[src/rtl/tmps_pkg.sv]
`default_nettype none

package tmps_pkg;

    localparam int DEF_MAX_N = 64;
    localparam int IDX_W     = 6;
    localparam int ELEM_W    = 16;
    localparam int AB_W      = 40;
    localparam int R_W       = 64;
    localparam int PROD_W    = AB_W + ELEM_W;
    localparam int N_W       = 7;
    localparam int PADDR_W   = 3;
    localparam int PDATA_W   = 32;

    localparam logic [N_W-1:0] N_RESET    = 7'd64;
    localparam logic           REG_N_USED = 1'b0;

    typedef enum logic [1:0] {
        OP_WR_A    = 2'd0,
        OP_WR_B    = 2'd1,
        OP_COMPUTE = 2'd2,
        OP_RD_R    = 2'd3
    } op_t;

    typedef struct packed {
        op_t                      op;
        logic [IDX_W-1:0]         row;
        logic [IDX_W-1:0]         col;
        logic signed [ELEM_W-1:0] element;
    } cmd_item_t;

    typedef struct packed {
        logic signed [R_W-1:0] result_value;
        logic                  address_error;
    } rsp_item_t;

    // P1: A*B, BB: Bt*Bt term, ABA: AB*At term
    typedef enum logic [1:0] {
        MAC_P1  = 2'd0,
        MAC_BB  = 2'd1,
        MAC_ABA = 2'd2
    } mac_kind_t;

    typedef struct packed {
        logic             valid;
        mac_kind_t        kind;
        logic             first;
        logic             last;
        logic [IDX_W-1:0] i;
        logic [IDX_W-1:0] j;
        logic [IDX_W-1:0] k;
    } mac_cmd_t;

    typedef struct packed {
        logic     wr_a;
        logic     wr_b;
        logic     rd_r;
        logic     load_rsp;
        logic     rsp_from_ram;
        logic     rsp_err;
        logic     set_rvalid;
        mac_cmd_t mac;
    } ctl_t;

    typedef struct packed {
        logic             idx_ok;
        logic             rvalid;
        logic             rsp_free;
        logic [IDX_W-1:0] nm1;
    } stat_t;

endpackage

`default_nettype wire

[src/rtl/tmps_ctrl.sv]
`default_nettype none

module tmps_ctrl #(
    parameter int MAX_N = tmps_pkg::DEF_MAX_N
) (
    input  wire logic          clk,
    input  wire logic          rst_n,
    input  wire logic          cmd_valid,
    input  wire tmps_pkg::op_t cmd_op,
    output logic               cmd_stall,
    input  wire tmps_pkg::stat_t stat,
    output tmps_pkg::ctl_t     ctl
);
    import tmps_pkg::*;

    localparam int IW = $clog2(MAX_N);

    typedef enum logic [2:0] {
        ST_IDLE,
        ST_RD_WAIT,
        ST_P1,
        ST_DRAIN_P1,
        ST_BB,
        ST_ABA,
        ST_DRAIN_R,
        ST_PUSH
    } state_t;

    state_t         state_reg, state_next;
    logic [IW-1:0]  i_reg, i_next, j_reg, j_next, k_reg, k_next;
    logic           drn_reg, drn_next;
    logic           pend_err_reg, pend_err_next;
    logic           pend_rd_reg, pend_rd_next;
    logic [IW-1:0]  nm1;
    logic           acc;

    assign nm1       = stat.nm1[IW-1:0];
    assign cmd_stall = (state_reg != ST_IDLE);
    assign acc       = cmd_valid && (state_reg == ST_IDLE);

    always_comb
    begin
        state_next    = state_reg;
        i_next        = i_reg;
        j_next        = j_reg;
        k_next        = k_reg;
        drn_next      = drn_reg;
        pend_err_next = pend_err_reg;
        pend_rd_next  = pend_rd_reg;

        ctl = '0;
        ctl.mac.kind = MAC_P1;
        ctl.mac.i    = IDX_W'(i_reg);
        ctl.mac.j    = IDX_W'(j_reg);
        ctl.mac.k    = IDX_W'(k_reg);

        case (state_reg)
            ST_IDLE:
            begin
                if (acc)
                begin
                    case (cmd_op)
                        OP_WR_A, OP_WR_B:
                        begin
                            ctl.wr_a = (cmd_op == OP_WR_A) && stat.idx_ok;
                            ctl.wr_b = (cmd_op == OP_WR_B) && stat.idx_ok;
                            if (stat.rsp_free)
                            begin
                                ctl.load_rsp = 1'b1;
                                ctl.rsp_err  = !stat.idx_ok;
                            end
                            else
                            begin
                                pend_err_next = !stat.idx_ok;
                                pend_rd_next  = 1'b0;
                                state_next    = ST_PUSH;
                            end
                        end
                        OP_COMPUTE:
                        begin
                            i_next     = '0;
                            j_next     = '0;
                            k_next     = '0;
                            state_next = ST_P1;
                        end
                        default:
                        begin
                            if (stat.idx_ok && stat.rvalid)
                            begin
                                ctl.rd_r   = 1'b1;
                                state_next = ST_RD_WAIT;
                            end
                            else if (stat.rsp_free)
                            begin
                                ctl.load_rsp = 1'b1;
                                ctl.rsp_err  = 1'b1;
                            end
                            else
                            begin
                                pend_err_next = 1'b1;
                                pend_rd_next  = 1'b0;
                                state_next    = ST_PUSH;
                            end
                        end
                    endcase
                end
            end
            ST_RD_WAIT:
            begin
                pend_err_next = 1'b0;
                pend_rd_next  = 1'b1;
                state_next    = ST_PUSH;
            end
            ST_P1:
            begin
                ctl.mac.valid = 1'b1;
                ctl.mac.kind  = MAC_P1;
                ctl.mac.first = (k_reg == i_reg);
                ctl.mac.last  = (k_reg == nm1);
                if (k_reg == nm1)
                begin
                    if (j_reg == nm1)
                    begin
                        if (i_reg == nm1)
                        begin
                            drn_next   = 1'b0;
                            state_next = ST_DRAIN_P1;
                        end
                        else
                        begin
                            i_next = i_reg + 1'b1;
                            j_next = '0;
                            k_next = i_reg + 1'b1;
                        end
                    end
                    else
                    begin
                        j_next = j_reg + 1'b1;
                        k_next = i_reg;
                    end
                end
                else
                begin
                    k_next = k_reg + 1'b1;
                end
            end
            ST_DRAIN_P1:
            begin
                // wait for the last AB write to pass s1_reg and s2_reg
                drn_next = 1'b1;
                if (drn_reg)
                begin
                    i_next     = '0;
                    j_next     = '0;
                    k_next     = '0;
                    state_next = ST_BB;
                end
            end
            ST_BB:
            begin
                ctl.mac.valid = 1'b1;
                ctl.mac.kind  = MAC_BB;
                ctl.mac.first = (k_reg == '0);
                if (k_reg == nm1)
                begin
                    k_next     = j_reg;
                    state_next = ST_ABA;
                end
                else
                begin
                    k_next = k_reg + 1'b1;
                end
            end
            ST_ABA:
            begin
                ctl.mac.valid = 1'b1;
                ctl.mac.kind  = MAC_ABA;
                ctl.mac.last  = (k_reg == nm1);
                if (k_reg == nm1)
                begin
                    k_next     = '0;
                    state_next = ST_BB;
                    if (j_reg == nm1)
                    begin
                        j_next = '0;
                        if (i_reg == nm1)
                        begin
                            drn_next   = 1'b0;
                            state_next = ST_DRAIN_R;
                        end
                        else
                        begin
                            i_next = i_reg + 1'b1;
                        end
                    end
                    else
                    begin
                        j_next = j_reg + 1'b1;
                    end
                end
                else
                begin
                    k_next = k_reg + 1'b1;
                end
            end
            ST_DRAIN_R:
            begin
                drn_next = 1'b1;
                if (drn_reg)
                begin
                    ctl.set_rvalid = 1'b1;
                    pend_err_next  = 1'b0;
                    pend_rd_next   = 1'b0;
                    state_next     = ST_PUSH;
                end
            end
            ST_PUSH:
            begin
                if (stat.rsp_free)
                begin
                    ctl.load_rsp     = 1'b1;
                    ctl.rsp_err      = pend_err_reg;
                    ctl.rsp_from_ram = pend_rd_reg;
                    state_next       = ST_IDLE;
                end
            end
            default:
            begin
                state_next = ST_IDLE;
            end
        endcase
    end

    always_ff @(posedge clk or negedge rst_n)
    begin
        if (!rst_n)
        begin
            state_reg    <= ST_IDLE;
            i_reg        <= '0;
            j_reg        <= '0;
            k_reg        <= '0;
            drn_reg      <= 1'b0;
            pend_err_reg <= 1'b0;
            pend_rd_reg  <= 1'b0;
        end
        else
        begin
            state_reg    <= state_next;
            i_reg        <= i_next;
            j_reg        <= j_next;
            k_reg        <= k_next;
            drn_reg      <= drn_next;
            pend_err_reg <= pend_err_next;
            pend_rd_reg  <= pend_rd_next;
        end
    end

endmodule

`default_nettype wire

[config.mk]
export PLATFORM = sky130hd
export DESIGN_NAME = tmps_ctrl
export DESIGN_NICKNAME = d
export VERILOG_FILES = /design/src/rtl/tmps_pkg.sv /design/src/rtl/tmps_ctrl.sv
export SDC_FILE = /design/constraint.sdc
export NUM_CORES = 1
export LEC_CHECK = 0
export CAP_MARGIN = 20
export CORE_UTILIZATION = 38
export DETAILED_ROUTE_END_ITERATION = 10
export DONT_BUFFER_PORTS = 1
export HOLD_SLACK_MARGIN = 0.15
export PLACE_DENSITY = 0.55
export SYNTH_ARGS = -nofsm -noshare
export SYNTH_HDL_FRONTEND = slang
export SYNTH_SLANG_ARGS = --single-unit
[constraint.sdc]
create_clock -name clk -period 4.9 [get_ports clk]
set_input_delay 0.735 -clock clk [delete_from_list [all_inputs] [get_ports clk]]
set_output_delay 0.735 -clock clk [all_outputs]
set_load 0.05 [all_outputs]
### Word-level counts from Yosys, hierarchy flattened

Cells that the tools add are included.

| operators by class | value |
|---|---|
| $add $sub $neg | 3 |
| $mul | 0 |
| div/mod/pow operators | 0 |
| magnitude comparators | 0 |
| eq/ne operators | 33 |
| shift operators | 0 |
| muxes and demuxes | 69 |
| bitwise logic cells | 0 |
| reductions and logical operators | 25 |

Operators with widths:

| kind | number |
|---|---|
| 6-bit two-way mux | 15 |
| 3-bit two-way mux | 13 |
| 6-bit one-hot mux with 5 select lines | 1 |
| 6-bit equality test | 4 |
| 3-bit one-hot mux with 8 select lines | 1 |
| 6-bit one-hot mux with 4 select lines | 1 |
| 2-bit != test, second input constant | 11 |
| 1-bit two-way mux | 21 |
| 7-bit AND reduction | 3 |
| 6-bit by 1-bit adder with 6-bit output, second input constant | 3 |
| 6-bit one-hot mux with 3 select lines | 1 |
| 1-bit one-hot mux with 2 select lines | 8 |
| 3-bit equality test, second input constant | 4 |
| 5-bit AND reduction | 2 |
| 3-bit one-hot mux with 3 select lines | 1 |
| 9-bit AND reduction | 1 |
| 3-bit nonzero test | 3 |
| 2-bit by 1-bit != test with 1-bit output, second input constant | 4 |
| 3-bit by 2-bit equality test with 1-bit output, second input constant | 2 |
| 6-bit logical NOT | 1 |
| 2-bit two-way mux | 3 |
| 3-bit by 2-bit != test with 1-bit output, second input constant | 2 |
| 3-bit != test, second input constant | 2 |
| 1-bit one-hot mux with 3 select lines | 2 |
| 16 further kinds | 21 |

| storage, ports and cells | value |
|---|---|
| register bits after elaboration | 24 |
| bits in latches | 0 |
| memory bits (writable) | 0 |
| ROM bits | 0 |
| bits of input ports | 14 |
| memories kept | 0 |

### Longest topological paths before layout

Gate-level depths: netlist (run 1).

| depth | value |
|---|---|
| word-level depth | 5 |
| depth in mapped cells | 8 |
| gate-level depth less buffers | 6 |

### Least setup slack after synthesis (run 1)

Ideal clock, no wire load.

| timing | value |
|---|---|
| kind | register to output |
| start point | register k_reg[2] |
| end point | output ctl[18] (netlist name) |
| arrival | 2.250 ns |
| required time | 4.165 ns |
| setup slack | 1.915 ns |
| stages on the path, launching flop included | 6 |
| path buffers | 1 |
| path through | dfrtp_1 > buf_6 > xor2_1 > nor4_2 > nand2_1 > a21oi_1 |

RTL lines:

| what | line | RTL |
|---|---|---|
| start: declaration | tmps_ctrl.sv:30 | `logic [IW-1:0] i_reg, i_next, j_reg, j_next, k_reg, k_next;` |
| start signal: assignment | tmps_ctrl.sv:251 | `k_reg <= k_next;` |
| end: declaration | tmps_ctrl.sv:12 | `output tmps_pkg::ctl_t ctl` |

==> results of run 1 <==
==> Yosys cell counts, types with 3 or more instances <==
library cell / instances
a22o_1: 3
a31oi_1: 6
mux2i_1: 4
nand3_1: 13
a21o_1: 4
o21ai_0: 11
a22oi_1: 3
a21oi_1: 11
xor2_1: 16
ha_1: 4
xnor2_1: 13
dfrtp_1: 24
clkbuf_1: 6
o22ai_1: 3
nor3_1: 8
nor2_1: 24
buf_2: 6
and3_1: 7
inv_1: 15
nand2_1: 28
o22a_1: 3
==> per-stage QoR <==
step | power, mW | setup WS (ns)
5_1_grt | 1.18 | 1.61
6_report | 1.10 | 1.82
3_5_place_dp | 0.974 | 1.63
2_1_floorplan | 0.875 | 1.91
3_3_place_gp | 0.974 | 1.65
4_1_cts | 1.11 | 1.32
==> final cells by class <==
cell class	instances	area (µm²)
well taps	72	90.1
clock buffers	3	41.3
fillers	576	3240
inverters	15	56.3
repair buffers	5	46.3
flip-flops and latches	24	601
multi-input cells	214	1430
==> worst reg2reg max path: stages, from the launching register on <==
cell	delay [ns]
dfrtp_1	0.66
nor3b_2	0.69
nor2_1	0.16
inv_1	0.43
nand2_1	0.24
o32ai_1	0.32
a22o_1	0.17
==> routing by layer <==
metal  global-route usage, %  wire (µm)
met1                    27.8       2720
met2                    32.0       2690
met3                    5.06        419
met4                    5.09         72
met5                       0          0
==> power by group <==
part	switching, mW	internal [mW]
sequential	0.171	0.233
clock	0.0688	0.0553
combinational	0.382	0.193
total	0.622	0.481
==> cells by family (layout without fill, tap and decap cells) <==
family	count (synthesis)	after routing	synth area share [%]
multiplexers	6	6	2.87
adder cells (fa/ha/maj)	4	4	2.29
flip-flops	24	24	27.5
buffers and inverters	32	23	6.88
XOR/XNOR	29	29	11.6
AO/OA/AOI/OAI	72	72	24.1
AND/OR/NAND/NOR	103	103	24.7
==> how the worst max path moves through the flow <==
| stage | end | slack, ns |
|---|---|---|
| 2_1_floorplan | ctl[18] | 1.91 |
| 6_report | ctl[26] | 1.82 |
| 4_1_cts | ctl[18] | 1.32 |
| 5_1_grt | ctl[26] | 1.61 |
| 3_5_place_dp | ctl[18] | 1.63 |
| 3_3_place_gp | ctl[18] | 1.65 |
==> what timing repair did <==
| item | CTS | global route |
|---|---|---|
| hold buffers | 1 | 0 |
| hold endpoints to repair | 24 | 0 |
| endpoints found under the setup margin | 0 | 0 |
==> flow_summary.yaml, run 1 <==
outcome:
  outcome: "completed"
worst_setup_path:
  r2r_end: "k_reg[3]"
  worst_path_max_delay_cell: "nor2_1"
  reg2regPathDepth: 6
  cp.depth: 5
  worst_path_most_repeated_cell: "nor2_1"
  critPathMaxFanout: 23
  cp.arrival_ns: 2.35
  crit_buf_inv: 0
  endpoint_kind: "output pin"
  crit_family: "simple AND/OR/NAND/NOR gates"
  critical_path_class: "flip-flop to output pin"
  ff2ff_setup_slack_ns: 2.17
  crit_chain: "nor3_1 > nand2_1 > nor2_1 > nor2_1 > nor2_1"
  worstReg2RegStart: "state_reg[0]"
  startpoint: "state_reg[0]"
  required_ns: 4.16
  max_stage_delay_ns: 0.67
  worst_setup_path_start_kind: "flip-flop"
layout:
  fin_area_um2: 2270
  drive_above_1_share_pct: 8.05
  mostFrequentLayoutCell: "nand2_1"
  n_antenna_cell: 0
  layout.cells.non_filler: 333
  utilization_pct: 41.2
  area_growth_pct: 3.84
  finalNetCount: 281
  layout_common_cells: "28 x nand2_1, 24 x nor2_1, 24 x dfrtp_1"
power:
  powerDensity_nw_per_um2: 487
  p_leak_nw: 0.936
  irDropWorstVdd_v: 0.000183
floorplan:
  start_util_pct: 39.7
  die_area_um2: 6050
  coreArea_um2: 5510
  die_height_um: 77.8
  boundaryPins: 45
  die_w_um: 77.8
  rows: 27
placed_design:
  dp.cells: 327
  globalplace.congestion: 0.796
  place_hpwl_um: 4320
  port_buffers: 0
  place_area_um2: 2190
sta:
  drv_slew: 0
  setup_viol: 0
  fin_tns_setup_ns: 0
  rsz0062_at_grt: "no"
  holdWs_ns: 0.255
  finalCritPeriodShare_pct: 62.9
  hold_viol: 0
  tightest_slew_ns: 0.887
  skew_ns: 0.0128
  fin_crit_ns: 3.08
  max_slew_margin_pct: 40.7
  max_freq_ghz: 0.324
routing:
  routed_via_density: 5.92
  routed_wl_um: 5900
  firstDrtPassIters: 4
  antenna_left: 0
  wl_per_cell_um: 17.7
  drcViolationCount: 0
  drt-initial-drc-count: 146
  vias: 1972
global_routing:
  grtUsageTotal_pct: 20.4
  antenna_found_initial: 0
  grt_max_degree: 25
  grt_pass1_vias: 1904
  grt_first_pass_wirelength_um: 9750
  grt-ovfl-total: 0
synth:
  post_synth_main_area_contributors: "dfrtp_1 28%, xor2_1 6.4%, xnor2_1 5.2%"
  synthesis.area_um2: 2180
  synth_ff_type: "dfrtp_1"
  ys_seq_elements: 24
  synth_top_area_share_pct: 27.5
  syn_nets: 288
  ys_async_sr_fraction_pct: 100
  synthesis.yosys.warnings: 0
  synth_edf_count: 0
  synth_top_area_cell: "dfrtp_1"
  avgSynthCellArea_um2: 8.09
  synth_seq_area_share_pct: 27.5
  synth.distinct_cells: 60
  synth_cells: 270
cts:
  clockRootBuffer: "clkbuf_8"
  clock_path_buffers: 2
  clk_pin_slew_ns: 0.10
  cts_tree: "done"
  cts.htree.levels: 1
  clk_latency_ns: 0.28
  postCtsSetupBuffers: 0
  cts_resized: 0
  clock_sinks: 24
  cts_buffers: 3
job:
  cap_violations: 0
hold_path:
  hp-class: "input pin to async pin"
(Power assumes the default switching activity.)
==> run 2, diff against run 1 <==
--- a/config.mk
+++ b/config.mk
@@ -10,7 +10,7 @@
 export DETAILED_ROUTE_END_ITERATION = 10
 export DONT_BUFFER_PORTS = 1
 export HOLD_SLACK_MARGIN = 0.15
-export PLACE_DENSITY = 0.55
+export PLACE_DENSITY = 0.57
 export SYNTH_ARGS = -nofsm -noshare
 export SYNTH_HDL_FRONTEND = slang
 export SYNTH_SLANG_ARGS = --single-unit
==> constraint.sdc (replaced) <==
create_clock -name clk -period 2.5 [get_ports clk]
set_input_delay 0.375 -clock clk [delete_from_list [all_inputs] [get_ports clk]]
set_output_delay 0.375 -clock clk [all_outputs]
set_load 0.05 [all_outputs]
==> flow_summary.yaml, run 2 (synthesized netlist as in run 1, its figures left out) <==
layout:
  layout_common_cells: "33 x buf_4, 28 x nand2_1, 24 x nor2_1, 24 x dfrtp_1, 16 x xor2_1"
  regArea_um2: 601
  n_antenna_cell: 0
  multi_input_area_um2: 1440
  finalNetCount: 312
  area_growth_pct: 16.9
  mostFrequentLayoutCell: "buf_4"
  fill_cells: 552
  drive_above_1_share_pct: 18.4
power:
  clkPwrFrac_pct: 14.1
  seqPwrFrac_pct: 24.0
  p_int_mw: 1.20
  powerDensity_nw_per_um2: 969
  p_comb_share_pct: 62.0
  irDropWorstVdd_v: 0.000551
  switching_power_mw: 1.27
  p_leak_nw: 1.12
  netSwitchingFraction_pct: 51.5
worst_setup_path:
  critPathMaxFanout: 15
  crit_family: "flip-flops"
  worst_setup_path_start_kind: "flip-flop"
  crit_buf_inv: 2
  crit_chain: "nor3b_2 > buf_4 > nand4_1 > nand2_1 > buf_12"
  max_stage_delay_ns: 0.63
  cp.arrival_ns: 1.89
  critical_path_class: "flip-flop to output pin"
  required_ns: 2.12
  worst_path_max_delay_cell: "dfrtp_1"
  endpoint_kind: "output pin"
cts:
  clock_sinks: 24
  cts_resized: 0
  postCtsSetupBuffers: 0
  cts_tree: "done"
  clk_latency_ns: 0.27
  clk_pin_slew_ns: 0.09
  cts.htree.levels: 1
  cts_buffers: 3
  clock_path_buffers: 2
  clockRootBuffer: "clkbuf_8"
global_routing:
  grt_pass1_vias: 2024
  grt_max_degree: 25
  grt-ovfl-total: 0
  antenna_found_initial: 0
  grt_first_pass_wirelength_um: 10200
  grtUsageTotal_pct: 21.6
sta:
  finalCritPeriodShare_pct: 90.5
  setup_viol: 0
  fin_crit_ns: 2.26
  tightest_slew_ns: 0.517
  max_slew_margin_pct: 65.5
  max_freq_ghz: 0.442
  drv_slew: 0
  skew_ns: 0.00340
  hold_viol: 0
  fin_tns_setup_ns: 0
  setup_ws_ns: 0.237
  rsz0062_at_grt: "no"
floorplan:
  coreArea_um2: 5510
  rows: 27
  die_w_um: 77.8
  die_area_um2: 6050
  start_util_pct: 39.7
  boundaryPins: 45
  die_height_um: 77.8
routing:
  wl_per_cell_um: 17.8
  drt-met1-wl_um: 2920
  drcViolationCount: 0
  drt-initial-drc-count: 130
  wl_met2_um: 3100
  firstDrtPassIters: 4
  antenna_left: 0
  routed_via_density: 5.84
  wl_met3_um: 373
  maxUsedRoutingLayer: "met4"
  vias: 2130
  routed_wl_um: 6500
placed_design:
  place_hpwl_um: 4910
  port_buffers: 0
  pre_cts_slack_ns: 0.351
  globalplace.congestion: 0.879
job:
  cap_violations: 0
hold_path:
  hp-class: "input pin to flip-flop"
outcome:
  outcome: "completed"
[run 2: timing repair]
action | 4_1_cts | 5_1_grt
endpoints found under the hold margin | 24 | 0
setup endpoints to repair | 0 | 0
hold buffers | 2 | 0
[run 2: worst paths after layout]
path	slack, ns	cells past startpoint	endpoint	start
max reg2reg	0.30	5	k_reg[1]	state_reg[1]
max	0.24	5	ctl[19]	state_reg[1]
min in group asynchronous	0.53	2	k_reg[3]	rst_n
min reg2reg	0.51	1	pend_rd_reg	pend_rd_reg
max in group asynchronous	1.82	2	j_reg[2]	rst_n
min	0.23	1	state_reg[2]	stat[6]
[run 2: metal layers]
| metal | global-route usage (%) | vias up |
|---|---|---|
| met5 | 0 | - |
| li1 | - | 1019 |
| met1 | 27.7 | 1014 |
| met3 | 3.53 | 9 |
| met4 | 8.68 | 0 |
| met2 | 35.8 | 88 |
[run 2: cell type report]
class / count / area share (%)
well taps: 72 / 3.53
flip-flops and latches: 24 / 23.5
repair buffers: 36 / 11.7
multi-input cells: 214 / 56.3
clock buffers: 3 / 1.62
clock inverters: 1 / 1.18
inverters: 15 / 2.21
[run 2: power groups by stage]
| stage | combinational (mW) | clock, mW | sequential [mW] |
|---|---|---|---|
| after floorplan | 1.08 | 0 | 0.639 |
| after global placement | 1.50 | 0 | 0.594 |
| after detailed placement | 1.50 | 0 | 0.598 |
| after CTS | 1.53 | 0.360 | 0.591 |
| after global routing | 1.64 | 0.371 | 0.609 |
| final | 1.53 | 0.348 | 0.593 |
[run 2: stage by stage]
stage,total power [mW],hold WS [ns],std cells,utilization (%),cell area [µm²]
after floorplan,1.72,0.0794,270,-,2190
after global placement,2.10,0.0802,359,44.5,2450
after detailed placement,2.10,0.0802,359,44.5,2450
after CTS,2.48,0.216,365,46.4,2550
after global routing,2.62,0.236,365,46.4,2550
final,2.47,0.230,365,46.4,2550
==> run 3, diff against run 2 <==
==> constraint.sdc (replaced) <==
create_clock -name clk -period 2.5 [get_ports clk]
set_input_delay 0.375 -clock clk [delete_from_list [all_inputs] [get_ports clk]]
set_output_delay 0.375 -clock clk [all_outputs]
set_load 0.02 [all_outputs]
==> flow_summary.yaml, run 3 (synthesized netlist as in run 1, its figures left out) <==
worst_setup_path:
  ff2ff_setup_slack_ns: 0.42
  critPathMaxFanout: 7
  reg2regPathDepth: 6
  worst_setup_path_start_kind: "flip-flop"
  crit_chain: "xor2_1 > nor4_2 > nand2_1 > a21oi_1 > buf_4"
  critical_path_class: "flip-flop to output pin"
  max_stage_delay_ns: 0.41
  crit_family: "simple AND/OR/NAND/NOR gates"
  required_ns: 2.12
  cp.arrival_ns: 1.86
  worstReg2RegStart: "j_reg[5]"
  r2r_end: "j_reg[4]"
  endpoint_kind: "output pin"
  worst_path_max_delay_cell: "dfrtp_1"
  crit_buf_inv: 1
cts:
  clock_sinks: 24
  cts_resized: 0
  clockRootBuffer: "clkbuf_8"
  cts_buffers: 3
  clk_latency_ns: 0.29
  clock_path_buffers: 2
  clk_pin_slew_ns: 0.11
  postCtsSetupBuffers: 0
  cts.htree.levels: 1
  cts_tree: "done"
  hold_buffers: 2
global_routing:
  grt_pass1_vias: 2074
  grtUsageTotal_pct: 22.5
  grt_first_pass_wirelength_um: 10600
  grt_max_degree: 25
  grt-ovfl-total: 0
  antenna_found_initial: 0
layout:
  layout_common_cells: "28 x nand2_1, 26 x buf_4, 24 x nor2_1, 24 x dfrtp_1, 16 x xor2_1"
  mostFrequentLayoutCell: "nand2_1"
  area_growth_pct: 13.4
  fin_area_um2: 2480
  n_antenna_cell: 0
  finalNetCount: 304
  drive_above_1_share_pct: 15.8
placed_design:
  globalplace.congestion: 0.838
  place_area_um2: 2370
  pre_cts_slack_ns: 0.440
  port_buffers: 0
  place_hpwl_um: 4870
hold_path:
  hold_start: "stat[6]"
  holdPathEnd: "state_reg[2]"
  hp-class: "input pin to flip-flop"
  holdPathStages: 1
routing:
  firstDrtPassIters: 4
  vias: 2121
  wl_per_cell_um: 17.9
  drt-initial-drc-count: 92
  drcViolationCount: 0
  routed_wl_um: 6400
  antenna_left: 0
  routed_via_density: 5.94
floorplan:
  die_w_um: 77.8
  coreArea_um2: 5510
  rows: 27
  boundaryPins: 45
  start_util_pct: 39.7
  die_height_um: 77.8
  die_area_um2: 6050
power:
  p_leak_nw: 1.07
  irDropWorstVdd_v: 0.000503
  total_power_mw: 2.22
  powerDensity_nw_per_um2: 895
sta:
  setup_ws_ns: 0.261
  skew_ns: 0.0220
  drv_slew: 0
  max_freq_ghz: 0.447
  tightest_slew_ns: 0.510
  fin_tns_setup_ns: 0
  fin_crit_ns: 2.24
  holdWs_ns: 0.206
  setup_viol: 0
  hold_viol: 0
  finalCritPeriodShare_pct: 89.5
  max_slew_margin_pct: 66.0
  rsz0062_at_grt: "no"
job:
  cap_violations: 0
outcome:
  outcome: "completed"
==> run 3: worst reg2reg max path: stages, from the launching register on <==
cell,delay (ns)
dfrtp_1,0.41
xnor2_1,0.18
nand4_1,0.24
or2_1,0.47
o21ai_1,0.34
a21oi_2,0.17
a31oi_1,0.19
==> run 3: layer usage <==
layer	wire length (µm)	track usage (%)	part of all wire, %	up-vias
li1	-	-	-	1000
met1	2770	30.2	43	1034
met2	3060	36.2	48	83
met3	511	5.41	8.0	4
met4	51	5.09	0.80	0
met5	0	0	0	-
==> run 3: worst max-delay path by stage <==
stage | start | end | cells after the start
6_report | k_reg[2] | ctl[18] | 5
5_1_grt | state_reg[0] | ctl[26] | 5
4_1_cts | k_reg[2] | ctl[18] | 5
3_5_place_dp | j_reg[5] | k_reg[3] | 6
3_3_place_gp | j_reg[2] | k_reg[3] | 6
2_1_floorplan | k_reg[2] | ctl[18] | 5
==> run 3: final cells by class <==
cell class                      count  area (µm²)
Inverter                           15        56.3
Clock buffer                        3        41.3
Multi-Input combinational cell    214        1430
Fill cell                         573        3030
Tap cell                           72        90.1
Timing Repair Buffer               28         225
Clock inverter                      1        30.0
Sequential cell                    24         601
==> run 3: through the flow <==
step | std cells | utilization (%)
3_5_place_dp | 351 | 43.1
2_1_floorplan | 270 | -
6_report | 357 | 45.0
5_1_grt | 357 | 45.0
3_3_place_gp | 351 | 43.1
4_1_cts | 357 | 45.0
==> run 3: where the power goes <==
part | switching, mW | leakage (nW) | internal, mW | total (mW)
Sequential | 0.111 | 0.316 | 0.462 | 0.573
Clock | 0.149 | 0.0357 | 0.215 | 0.364
Combinational | 0.807 | 0.723 | 0.472 | 1.28
